File: src/design/acab_pkg.sv
`timescale 1ns / 1ps
// ----------------------------------------------------------------------------
// acab_pkg
// Shared types and constants for the automaton builder.
// ----------------------------------------------------------------------------
package acab_pkg;
    localparam int MAX_NODES   = 256;
    localparam int MAX_SYMBOLS = 64;
    localparam int NODE_W      = $clog2(MAX_NODES);
    localparam int SYM_W       = $clog2(MAX_SYMBOLS);
    localparam int TT_DEPTH    = MAX_NODES * MAX_SYMBOLS;
    localparam int TT_AW       = NODE_W + SYM_W;
    localparam logic [NODE_W-1:0] ROOT = NODE_W'(1);

    localparam logic [1:0] REQ_INSERT = 2'd0;
    localparam logic [1:0] REQ_BUILD  = 2'd1;
    localparam logic [1:0] REQ_QUERY  = 2'd2;
    localparam logic [1:0] REQ_CLEAR  = 2'd3;

    localparam logic [1:0] ST_OK       = 2'd0;
    localparam logic [1:0] ST_BAD_SYM  = 2'd1;
    localparam logic [1:0] ST_FULL     = 2'd2;
    localparam logic [1:0] ST_BUILT    = 2'd3;

    typedef enum logic [3:0] {
        S_WIPE, S_CLR, S_IDLE, S_INS_RD, S_INS_WR, S_INS_TRM, S_QRY_RD, S_QRY_OUT,
        S_B_POP, S_B_PRD, S_B_FP, S_B_SYM, S_B_RD, S_B_WR, S_B_TRM, S_OUT
    } state_t;

    // controller -> datapath
    typedef struct packed {
        logic wipe_step;
        logic wipe_start;
        logic take_req;
        logic ins_rd;
        logic ins_wr;
        logic ins_trm;
        logic qry_rd;
        logic qry_cap;
        logic b_init;
        logic b_pop;
        logic b_prd;
        logic b_fp;
        logic b_sym;
        logic b_rd;
        logic b_wr;
        logic b_trm;
        logic b_done;
        logic out_load;
    } cmd_t;

    // datapath -> controller
    typedef struct packed {
        logic wipe_last;
        logic queue_more;
        logic sym_more;
        logic built;
    } sts_t;
endpackage

File: src/design/acab_ctrl.sv
`timescale 1ns / 1ps
// ----------------------------------------------------------------------------
// acab_ctrl
// Sequencer for wipe, insert, query and breadth-first build.
// ----------------------------------------------------------------------------
module acab_ctrl import acab_pkg::*; (
    input  logic       clk,
    input  logic       rst_n,
    input  logic       in_valid,
    input  logic [1:0] in_type,
    input  logic       out_busy,
    input  sts_t       sts,
    output logic       in_ready,
    output cmd_t       cmd
);
    state_t state_reg, state_next;

    always_ff @(posedge clk or negedge rst_n)
    begin
        if (!rst_n)
        begin
            state_reg <= S_WIPE;
        end
        else
        begin
            state_reg <= state_next;
        end
    end

    always_comb
    begin
        state_next = state_reg;
        case (state_reg)
            S_WIPE:    if (sts.wipe_last) state_next = S_IDLE;
            S_CLR:     if (sts.wipe_last) state_next = S_IDLE;
            S_IDLE:
            begin
                if (in_valid && !out_busy)
                begin
                    case (in_type)
                        REQ_INSERT: state_next = S_INS_RD;
                        REQ_BUILD:  state_next = sts.built ? S_OUT : S_B_POP;
                        REQ_QUERY:  state_next = S_QRY_RD;
                        default:    state_next = S_CLR;
                    endcase
                end
            end
            S_INS_RD:  state_next = S_INS_WR;
            S_INS_WR:  state_next = S_INS_TRM;
            S_INS_TRM: state_next = S_IDLE;
            S_QRY_RD:  state_next = S_QRY_OUT;
            S_QRY_OUT: state_next = S_IDLE;
            S_B_POP:   state_next = sts.queue_more ? S_B_PRD : S_OUT;
            S_B_PRD:   state_next = S_B_FP;
            S_B_FP:    state_next = S_B_SYM;
            S_B_SYM:   state_next = sts.sym_more ? S_B_RD : S_B_POP;
            S_B_RD:    state_next = S_B_WR;
            S_B_WR:    state_next = S_B_TRM;
            S_B_TRM:   state_next = S_B_SYM;
            S_OUT:     state_next = S_IDLE;
            default:   state_next = S_IDLE;
        endcase
    end

    always_comb
    begin
        cmd = '0;
        in_ready = (state_reg == S_IDLE) && !out_busy;
        cmd.take_req = in_ready && in_valid;
        cmd.wipe_start = cmd.take_req && (in_type == REQ_CLEAR);
        cmd.b_init = cmd.take_req && (in_type == REQ_BUILD) && !sts.built;
        case (state_reg)
            S_WIPE:    cmd.wipe_step = 1'b1;
            S_CLR:     cmd.wipe_step = 1'b1;
            S_INS_RD:  cmd.ins_rd = 1'b1;
            S_INS_WR:  cmd.ins_wr = 1'b1;
            S_INS_TRM: cmd.ins_trm = 1'b1;
            S_QRY_RD:  cmd.qry_rd = 1'b1;
            S_QRY_OUT: cmd.qry_cap = 1'b1;
            S_B_POP:   cmd.b_pop = 1'b1;
            S_B_PRD:   cmd.b_prd = 1'b1;
            S_B_FP:    cmd.b_fp = 1'b1;
            S_B_SYM:   cmd.b_sym = 1'b1;
            S_B_RD:    cmd.b_rd = 1'b1;
            S_B_WR:    cmd.b_wr = 1'b1;
            S_B_TRM:   cmd.b_trm = 1'b1;
            S_OUT:     cmd.b_done = 1'b1;
            default:   ;
        endcase
        // clear result goes out when the sweep finishes; the reset sweep has none
        cmd.out_load = cmd.ins_trm || cmd.qry_cap || cmd.b_done
                       || ((state_reg == S_CLR) && sts.wipe_last);
    end
endmodule

File: config.mk
export PLATFORM = sky130hd
export DESIGN_NAME = acab_ctrl
export DESIGN_NICKNAME = d
export VERILOG_FILES = /design/src/design/acab_pkg.sv /design/src/design/acab_ctrl.sv
export SDC_FILE = /design/constraint.sdc
export NUM_CORES = 1
export LEC_CHECK = 0
export BUFFER_PORTS_ARGS = -buffer_cell sky130_fd_sc_hd__buf_2
export CAP_MARGIN = 20
export CORE_AREA = 4 4 41 43
export CTS_BUF_LIST = sky130_fd_sc_hd__clkbuf_16
export DETAILED_ROUTE_END_ITERATION = 10
export DIE_AREA = 0 0 45 47
export GPL_TIMING_DRIVEN = 0
export HOLD_SLACK_MARGIN = 0.02
export PLACE_DENSITY = 0.69
export SLEW_MARGIN = 20
export SYNTH_ARGS = -nofsm -noshare
export SYNTH_HDL_FRONTEND = slang
export SYNTH_SLANG_ARGS = --single-unit
File: constraint.sdc
create_clock -name clk -period 5.45 [get_ports clk]
set_clock_uncertainty 0.1 [all_clocks]
set_input_delay 1.635 -clock clk [delete_from_list [all_inputs] [get_ports clk]]
set_output_delay 1.635 -clock clk [all_outputs]
set_load 0.03 [all_outputs]
==> Word level (Yosys, flattened, before mapping) <==
Cells that the tools add are included.
W data, S select, Z words.
{ "op_classes": {"mux": 21, "n_reduce_logical": 18, "n_eq_ne": 20} }
{ "op_table": {"columns": ["operator", "count"], "rows": [
  ["$pmux W4 S12", 1],
  ["$eq A4 B4 Y1 const B", 8],
  ["$eq A4 B3 Y1 const B", 4],
  ["$mux W1", 14],
  ["$pmux W4 S3", 1],
  ["$mux W3", 3],
  ["$eq A4 B2 Y1 const B", 2],
  ["$mux W4", 2],
  ["$logic_and A1 B1 Y1", 7],
  ["$eq A2 B2 Y1 const B", 2],
  ["$eq A4 B1 Y1 const B", 1],
  ["$logic_not A4 Y1", 1],
  ["$reduce_or A2 Y1", 2],
  ["$logic_or A1 B1 Y1", 3],
  ["$reduce_or A3 Y1", 1],
  ["$eq A2 B1 Y1 const B", 1],
  ["$logic_not A1 Y1", 2],
  ["$logic_not A2 Y1", 1],
  ["$ne A2 B1 Y1 const B", 1],
  ["$ne A2 B2 Y1 const B", 1],
  ["$reduce_and A2 Y1", 1]
]} }
{ "word_totals": {"reg_bits": 4, "elab_cells": 60, "output_inout_bits": 19, "in_bits": 10} }

==> Longest topological paths before layout <==
Gate-level depths: netlist of run 1.
{ "logic_depth": {"depth_word": 5, "mapped_depth": 6} }

==> Least setup slack after synthesis of run 1 <==
OpenSTA, ideal clock, no wires.
{ "synth_path": {"path_type": "input to output", "from": "input in_valid", "to": "output cmd[9] (netlist name)", "slack_ns": 1.073, "stages": 3, "t_arrival_ns": 2.642, "path_cell_list": "nor2b_1 -> nor3b_4 -> and4bb_1"} }
{ "synth_rtl": {"columns": ["element", "line_no", "source"], "rows": [
  ["start, declared", "acab_ctrl.sv:9", "input logic in_valid,"],
  ["end, declared", "acab_ctrl.sv:14", "output cmd_t cmd"]
]} }

==> results of run 1 <==
## cells in the final DEF (no fill, tap or decap), drive strengths merged
| cell | netlist | layout |
|---|---|---|
| buf | 6 | 34 |
| nor2 | 16 | 16 |
| nand2 | 6 | 6 |
| nand2b | 6 | 6 |
| nor3 | 5 | 5 |
| a21oi | 4 | 4 |
| dfrtp | 4 | 4 |
| inv | 3 | 3 |
| clkbuf | 0 | 3 |
| o21ai | 2 | 2 |
| or2 | 2 | 2 |
| nor3b | 2 | 2 |
| nor2b | 1 | 1 |
| and3 | 1 | 1 |
| and4bb | 1 | 1 |
| a32oi | 1 | 1 |
| or3b | 1 | 1 |
| nand3 | 1 | 1 |
| a22o | 1 | 1 |
| o32ai | 1 | 1 |
| a211oi | 1 | 1 |
| o21a | 1 | 1 |
| mux2 | 1 | 1 |
| o31a | 1 | 1 |
| o22ai | 1 | 1 |
| a221oi | 1 | 1 |
## layer usage
layer | track usage | up-vias | routed length (µm)
met2 | 0.2345 | 28 | 678
met3 | 0.02299 | 0 | 93
met1 | 0.1858 | 257 | 608
met4 | 0.05848 | 0 | 0
li1 | - | 304 | -
met5 | 0 | - | 0
## Yosys cell counts, types with 2 or more instances
cell type and n:
nor3_1 5, nand2_1 6, buf_6 2, nand2b_1 6
a21oi_1 4, o21ai_0 2, inv_1 3, dfrtp_1 4
nor2_1 16, buf_2 4
## cell families after synthesis
group	after synthesis
buf+inv	9
mux	1
compound gates	14
simple gates	42
flops	4
## per-stage QoR
step	utilization	setup slack (ns)	instance area, µm²	cells	total power, µW
after floorplan	-	1.073	489.2	70	300.4
after global placement	0.4981	1.152	648.1	113	368.2
after detailed placement	0.4981	1.110	648.1	113	373.5
after CTS	0.5558	1.109	723.2	116	488.7
after global routing	0.5558	1.053	723.2	116	525.3
final	0.5558	1.109	723.2	116	484.7
## report_power, final
group,internal (µW),switching (µW),total [µW]
clock network,93.6,18.8,112
logic,111,207,318
registers,45.8,9.13,54.9
total,250,235,485
## worst paths after layout
kind	start	to	slack [ns]	cells past startpoint
worst max-delay path	out_busy	cmd[9]	1.11	5
worst min-delay path	state_reg[3]	state_reg[3]	0.51	3
worst max register to register	state_reg[2]	state_reg[1]	3.93	5
worst min register to register	state_reg[3]	state_reg[3]	0.51	3
max in group asynchronous	rst_n	state_reg[0]	4.02	1
min in group asynchronous	rst_n	state_reg[2]	1.11	1
## final cells by class
cell class	count	area [µm²]	share of cell area
flip-flops and latches	4	100.1	0.1384
clock buffers	3	75.07	0.1038
multi-input cells	57	335.3	0.4637
inverters	3	11.26	0.01557
well taps	15	18.77	0.02595
plain buffers	6	42.54	0.05882
repair buffers	28	140.1	0.1938
## tightest hold or removal path, stage by stage, from the launching register on
cell,delay [ns]
dfrtp_1,0.32
buf_6,0.13
nand2_1,0.05
o21ai_0,0.07
==> reports/metrics.yaml, run 1 <==
status:
  status: "finished, final reports clean"
synth:
  synth.area.top_cells: "dfrtp_1, nor2_1, nand2b_1"
  async_flop_share: 1.000
  netlist.area_leader.share: 0.2046
  yosys.area_share.xor_xnor: 0
  syn_area_um2: 489.2
  yosys.area_share.simple: 0.4552
  postSynthAreaPerCell_um2: 6.989
  synth_seq_cells: 4
  syn_nets: 80
  synth_top_family_by_area: "simple AND/OR/NAND/NOR gates"
  yosysWarnings: 0
  synth_cells: 70
  synth-edff-count: 0
  synth_flop_cell: "dfrtp_1"
  yosys.cell_types.count: 28
  synth_top_area_cell: "dfrtp_1"
  synth.area.mux_share: 0.02302
  synthAdderAreaFrac: 0
  synth_compound_area_frac: 0.2072
  synth-seq-area-share: 0.2046
critical_path:
  slowest_delay_ns: 0.25
  cp-start-kind: "primary input"
  path_cells: "buf_2 -> nor2b_1 -> nor3b_4 -> and4bb_1 -> buf_2"
  end_kind: "output port"
  cp_slowest_cell: "nor3b_4"
  cp.buffers_inverters: 2
  cp_common_cell: "buf_2"
  crit_fanout: 3
  cp.arrival_ns: 2.61
  critPathRequiredTime_ns: 3.72
  critPathKind: "primary input to output port"
  crit_family: "simple AND/OR/NAND/NOR gates"
finish:
  num-fill-cells: 143
  largest_reg_flops: 4
  drive_gt1_frac: 0.4158
  nets: 113
  antenna_cells: 0
  syn_to_final_growth_pct: 47.83
power_and_ir_drop:
  vdd_drop_max_mv: 0.3593
  power.density_nw_per_um2: 670.3
  power_leakage_uw: 0.0003937
global_routing:
  grt_pass1_vias: 528
  grt_overflow: 0
  grt_start_max_net_pins: 11
  antenna_found_initial: 0
  grt_pass1_wl_um: 2242
  grt_use_total: 0.1426
sta:
  setup_tns_ns: 0
  hold_viol_final: 0
  fin_crit_sh: 0.7965
  rsz0062_at_grt: "no"
  max_slew_margin: 0.7952
  worstMarginPinSlew_ns: 0.3072
  max_freq_mhz: 230.4
  holdWs_ns: 0.5122
  slew_violations: 0
  setup_violations: 0
  period_needed_ns: 4.341
place:
  post-dp-hpwl_um: 1114
  io_buffers: 28
  gp_congestion: 0.8483
drt:
  vias: 589
  routed_wl_um: 1379
  antenna_left: 0
  viasPerCell: 5.078
  firstDrtPassIters: 4
  first_iter_violations: 7
  wire_per_inst_um: 11.89
  drc: 0
floorplan:
  num_rows: 13
  initial_core_util: 0.3760
  dieArea_um2: 2115
  boundaryPins: 29
  die_w_um: 45
  fp.dieH_um: 47
  core-area_um2: 1301
cts:
  holdBufCountCts: 0
  clk_pin_slew_ns: 0.03
  postCtsSetupBuffers: 0
  cts_buffer_depth: 2
  clkSinkCount: 4
  cts_buffers: 3
  cts_root_buffer: "clkbuf_16"
  cts_tree: "done"
  cts_resized: 0
  clkLatencyLatePin_ns: 0.22
  htreeDepth: 1
hold_path:
  hp-class: "register to register"
job:
  drv_cap: 0
Note: power is estimated with default switching activity, not from simulation.
==> run 2: changes to the inputs <==
ABC_AREA = 1   (was unset)
PLACE_DENSITY = 0.68   (was 0.69)
clock period = 4.1 ns   (was 5.45 ns; I/O delays follow)
==> run 2 against run 1 <==
Wire length decreased by 3.1%; worst hold slack improved by 0.13 ns; sequential cell count unchanged; global-route usage shrank 0.85 points; cell area is 2.9% lower; die area stayed put; clock power grew 33%; combinational power is 13% higher; synthesized cell count grew 30%; total power up 21%.
==> reports/metrics.yaml, run 2 <==
status:
  status: "finished, final reports clean"
power_and_ir_drop:
  power.density_nw_per_um2: 838.3
  vdd_drop_max_mv: 0.3994
  power_leakage_uw: 0.0004507
  p_total_uw: 588.4
critical_path:
  end_kind: "output port"
  critPathKind: "primary input to output port"
  crit_family: "buffers and inverters"
  path_cells: "buf_2 -> inv_1 -> nand3_1 -> nor4_1 -> buf_2"
  crit_fanout: 3
  rr_worst_depth: 8
  critPathRequiredTime_ns: 2.77
  cp.buffers_inverters: 3
  cp-start-kind: "primary input"
  cp_common_cell: "buf_2"
  path_depth: 5
  slowest_delay_ns: 0.24
  cp_slowest_cell: "buf_2"
  cp.arrival_ns: 1.92
sta:
  fin_crit_sh: 0.7922
  setup_tns_ns: 0
  max_freq_mhz: 307.9
  hold_viol_final: 0
  period_needed_ns: 3.248
  holdWs_ns: 0.6386
  worstMarginPinSlew_ns: 0.2546
  slew_violations: 0
  setup_violations: 0
  rsz0062_at_grt: "no"
  max_slew_margin: 0.8298
synth:
  synth_top_family_by_area: "simple AND/OR/NAND/NOR gates"
  synth_cells: 91
  synth-seq-area-share: 0.2139
  yosysWarnings: 0
  yosys.area_share.xor_xnor: 0
  synth_flop_cell: "dfrtp_1"
  synth-edff-count: 0
  synth_seq_cells: 4
  netlist.area_leader.share: 0.2326
  yosys.area_share.simple: 0.5508
  syn_nets: 101
  yosysMostFrequentCell: "nand2_1"
  yosys.cell_types.count: 14
  synthTopCellsByCount: "nand2_1, nor2_1, inv_1"
  postSynthAreaPerCell_um2: 5.142
  async_flop_share: 1.000
  synth_compound_area_frac: 0.1150
  synth_top_area_cell: "nand2_1"
  synth.area.mux_share: 0
  syn_area_um2: 467.9
  synth.area.top_cells: "nand2_1, dfrtp_1, nor2_1"
  synthAdderAreaFrac: 0
cts:
  clkSinkCount: 4
  cts_buffers: 3
  clk_pin_slew_ns: 0.03
  holdBufCountCts: 0
  cts_buffer_depth: 2
  cts_tree: "done"
  cts_root_buffer: "clkbuf_16"
  postCtsSetupBuffers: 0
  cts_resized: 0
  htreeDepth: 1
  clkLatencyLatePin_ns: 0.22
floorplan:
  fp.dieH_um: 47
  die_w_um: 45
  boundaryPins: 29
  num_rows: 13
  initial_core_util: 0.3596
  core-area_um2: 1301
  dieArea_um2: 2115
drt:
  routed_wl_um: 1336
  viasPerCell: 4.569
  vias: 626
  first_iter_violations: 5
  firstDrtPassIters: 4
  wire_per_inst_um: 9.752
  antenna_left: 0
  drc: 0
global_routing:
  grt_pass1_vias: 573
  grt_use_total: 0.1341
  grt_start_max_net_pins: 7
  antenna_found_initial: 0
  grt_overflow: 0
  grt_pass1_wl_um: 2111
finish:
  fin_util: 0.5394
  final_common_cell: "nand2_1"
  nets: 134
  antenna_cells: 0
  syn_to_final_growth_pct: 50.00
  largest_reg_flops: 4
  drive_gt1_frac: 0.2705
  layout_common_cells: "nand2_1, buf_2, nor2_1, inv_1"
  final_area_um2: 701.9
place:
  io_buffers: 28
  post-dp-hpwl_um: 1100
  gp_congestion: 0.7835
  placed_cell_area_um2: 626.9
hold_path:
  hold_depth: 4
  hp-class: "register to register"
job:
  drv_cap: 0
run 2: cell types whose count changed in the layout (fill, tap and decap cells not counted), sizes merged, moves of 2 or more:
cell	delta
a21oi	-2
or2	-2
nor3	-2
nand3	+3
nand2	+23
buf	-6
nor4	+2
o21ai	+2
nor3b	-2
inv	+12
nand2b	-6
nor2	+9
run 2: final cells by class:
| type | count | area [µm²] |
|---|---|---|
| Fill cell | 147 | 599.3 |
| Multi-Input combinational cell | 72 | 311.5 |
| Timing Repair Buffer | 28 | 140.1 |
| Sequential cell | 4 | 100.1 |
| Clock buffer | 3 | 75.07 |
| Inverter | 15 | 56.30 |
| Tap cell | 15 | 18.77 |
run 2: tightest hold or removal path, cell delays in order, from the launching register on:
cell and delay [ns]:
dfrtp_1 0.38, nand2_1 0.07, nand2_1 0.07, nor3_1 0.05, a21oi_1 0.12
run 2: cells by family (layout without fill, tap and decap cells):
kind of cell    after synthesis  count (layout)
compound gates                9               9
buf+inv                      15              46
flops                         4               4
simple gates                 63              63
run 2: metrics by stage:
step           setup WS, ns  instances
6_report             0.8520        137
5_1_grt              0.8203        137
4_1_cts              0.8451        137
3_5_place_dp         0.8518        134
3_3_place_gp         0.8446        134
2_1_floorplan        0.4754         91
run 2: path summary, 6_finish.rpt:
check                             start           end  slack [ns]
max                          in_type[1]        cmd[9]        0.85
min                        state_reg[3]  state_reg[3]        0.64
max reg2reg                state_reg[0]  state_reg[1]        2.59
min reg2reg                state_reg[3]  state_reg[3]        0.64
max in group asynchronous         rst_n  state_reg[1]        3.08
min in group asynchronous         rst_n  state_reg[2]        0.71
run 2: routing by layer:
| metal | track usage | share of wire |
|---|---|---|
| met2 | 0.2373 | 0.47 |
| met3 | 0.02299 | 0.072 |
| met4 | 0.05263 | 0 |
| met1 | 0.1613 | 0.45 |
| met5 | 0 | 0 |
run 2: power breakdown:
group          internal [µW]  switching (µW)
registers               59.5            21.2
clock network            124            25.1
logic                    105             253
total                    289             299
==> run 3: changes to the inputs <==
CORE_AREA = unset   (was 4 4 41 43)
CORE_MARGIN = 4   (was unset)
CORE_UTILIZATION = 36   (was unset)
DIE_AREA = unset   (was 0 0 45 47)
PLACE_DENSITY = 0.72   (was 0.68)
clock period = 2.9 ns   (was 4.1 ns; I/O delays follow)
==> run 3 against run 2 <==
Worst setup slack got worse by 0.57 ns; count of clock-buffer cells in the layout unchanged; utilization increased by 6.4 points; largest cell class unchanged.
==> reports/metrics.yaml, run 3 (synthesis gave the netlist of run 2 again) <==
status:
  status: "finished, final reports clean"
critical_path:
  path_cells: "inv_1 -> nand2_1 -> nor2_4 -> nand3_1 -> nor4_2 -> buf_2"
  cp_slowest_cell: "dfrtp_1"
  critPathRequiredTime_ns: 1.93
  critPathLaunch: "state_reg[0]"
  cp-start-kind: "register"
  end_kind: "output port"
  rr_endpoint: "state_reg[1]"
  crit_fanout: 5
  cp.arrival_ns: 1.65
  critPathCapture: "cmd[9]"
  cp.buffers_inverters: 2
  reg2reg_setup_slack_ns: 1.39
  worstReg2RegStart: "state_reg[0]"
  path_depth: 6
  slowest_delay_ns: 0.42
  rr_worst_depth: 8
  crit_family: "simple AND/OR/NAND/NOR gates"
  critPathKind: "register to output port"
floorplan:
  initial_core_util: 0.3996
  dieArea_um2: 1941
  core-area_um2: 1171
  boundaryPins: 29
  fp.dieH_um: 44.06
  die_w_um: 44.06
  num_rows: 12
power_and_ir_drop:
  clockPowerShare: 0.253
  power_frac_comb: 0.608
  switchingPower_uw: 441.6
  vdd_drop_max_mv: 0.5787
  power.density_nw_per_um2: 1204
  power_leakage_uw: 0.0004510
  swShare: 0.5189
  power.internal_uw: 409.4
  seqPwrFrac: 0.139
cts:
  holdBufCountCts: 0
  cts_tree: "done"
  clkLatencyLatePin_ns: 0.23
  clkSinkCount: 4
  htreeDepth: 1
  cts_root_buffer: "clkbuf_16"
  cts_resized: 0
  clk_pin_slew_ns: 0.03
  cts_buffer_depth: 2
  postCtsSetupBuffers: 0
  cts_buffers: 3
sta:
  hold_viol_final: 0
  rsz0062_at_grt: "no"
  fin_crit_sh: 0.9031
  worstMarginPinSlew_ns: 0.2515
  max_freq_mhz: 381.8
  period_needed_ns: 2.619
  setup_tns_ns: 0
  slew_violations: 0
  setup_violations: 0
  max_slew_margin: 0.8310
global_routing:
  grt_start_max_net_pins: 7
  grt_pass1_wl_um: 2325
  grt_pass1_vias: 591
  grt_overflow: 0
  antenna_found_initial: 0
  grt_use_total: 0.1701
place:
  gp_congestion: 0.8537
  place_inst: 133
  io_buffers: 28
  post-dp-hpwl_um: 1130
finish:
  num-fill-cells: 119
  drive_gt1_frac: 0.2787
  largest_reg_flops: 4
  antenna_cells: 0
  nets: 134
  syn_to_final_growth_pct: 51.07
  layout_common_cells: "nand2_1, buf_2, nor2_1, inv_1"
  final_common_cell: "nand2_1"
  final_cells: 136
drt:
  wire_per_inst_um: 10.47
  routed_wl_um: 1424
  antenna_left: 0
  first_iter_violations: 26
  viasPerCell: 4.919
  vias: 669
  drc: 0
  firstDrtPassIters: 7
job:
  drv_cap: 0
hold_path:
  hp-class: "primary input to async pin"
[run 3: cell counts in the layout (fill, tap and decap cells not counted)]
Identical to the previous run, type by type.
[run 3: cell type report]
cell class / count / area, µm² / share of cell area
Timing Repair Buffer: 28 / 140.1 / 0.1982
Multi-Input combinational cell: 72 / 317.8 / 0.4496
Clock buffer: 3 / 75.07 / 0.1062
Inverter: 15 / 56.30 / 0.07965
Tap cell: 14 / 17.52 / 0.02478
Sequential cell: 4 / 100.1 / 0.1416
[run 3: worst min-delay path by stage]
stage | slack, ns | endpoint | start
finish | 0.34 | state_reg[2] | rst_n
global route | 0.34 | state_reg[3] | rst_n
global placement | 0.57 | state_reg[3] | rst_n
CTS | 0.34 | state_reg[3] | rst_n
detailed placement | 0.58 | state_reg[3] | rst_n
floorplan | 0.47 | state_reg[0] | rst_n
[run 3: metrics by stage]
stage	instance area (µm²)	hold slack [ns]	setup WS, ns	util	total power, µW
after floorplan	474.2	0.4744	0.005803	-	501.8
after detailed placement	631.9	0.5757	0.3807	0.5395	629.9
after global routing	706.9	0.3424	0.1106	0.6036	921.1
after global placement	631.9	0.5728	0.3803	0.5395	622.8
final	706.9	0.3367	0.2810	0.6036	851.0
after CTS	706.9	0.3377	0.2711	0.6036	854.2
[run 3: layer usage]
metal  wire, µm  GRT usage  up-vias  share of wire
li1           -          -      348              -
met1        585     0.2034      271           0.41
met2        587     0.2558       46           0.41
met3        209    0.06098        4           0.15
met4         41     0.1084        0          0.029
met5          0          0        -              0
[run 3: power by group through the flow]
| stage | registers, µW | clock network, µW | logic [µW] |
|---|---|---|---|
| 4_1_cts | 117 | 218 | 519 |
| 6_report | 118 | 216 | 517 |
| 3_3_place_gp | 117 | 0 | 506 |
| 2_1_floorplan | 107 | 0 | 394 |
| 3_5_place_dp | 118 | 0 | 512 |
| 5_1_grt | 123 | 223 | 575 |
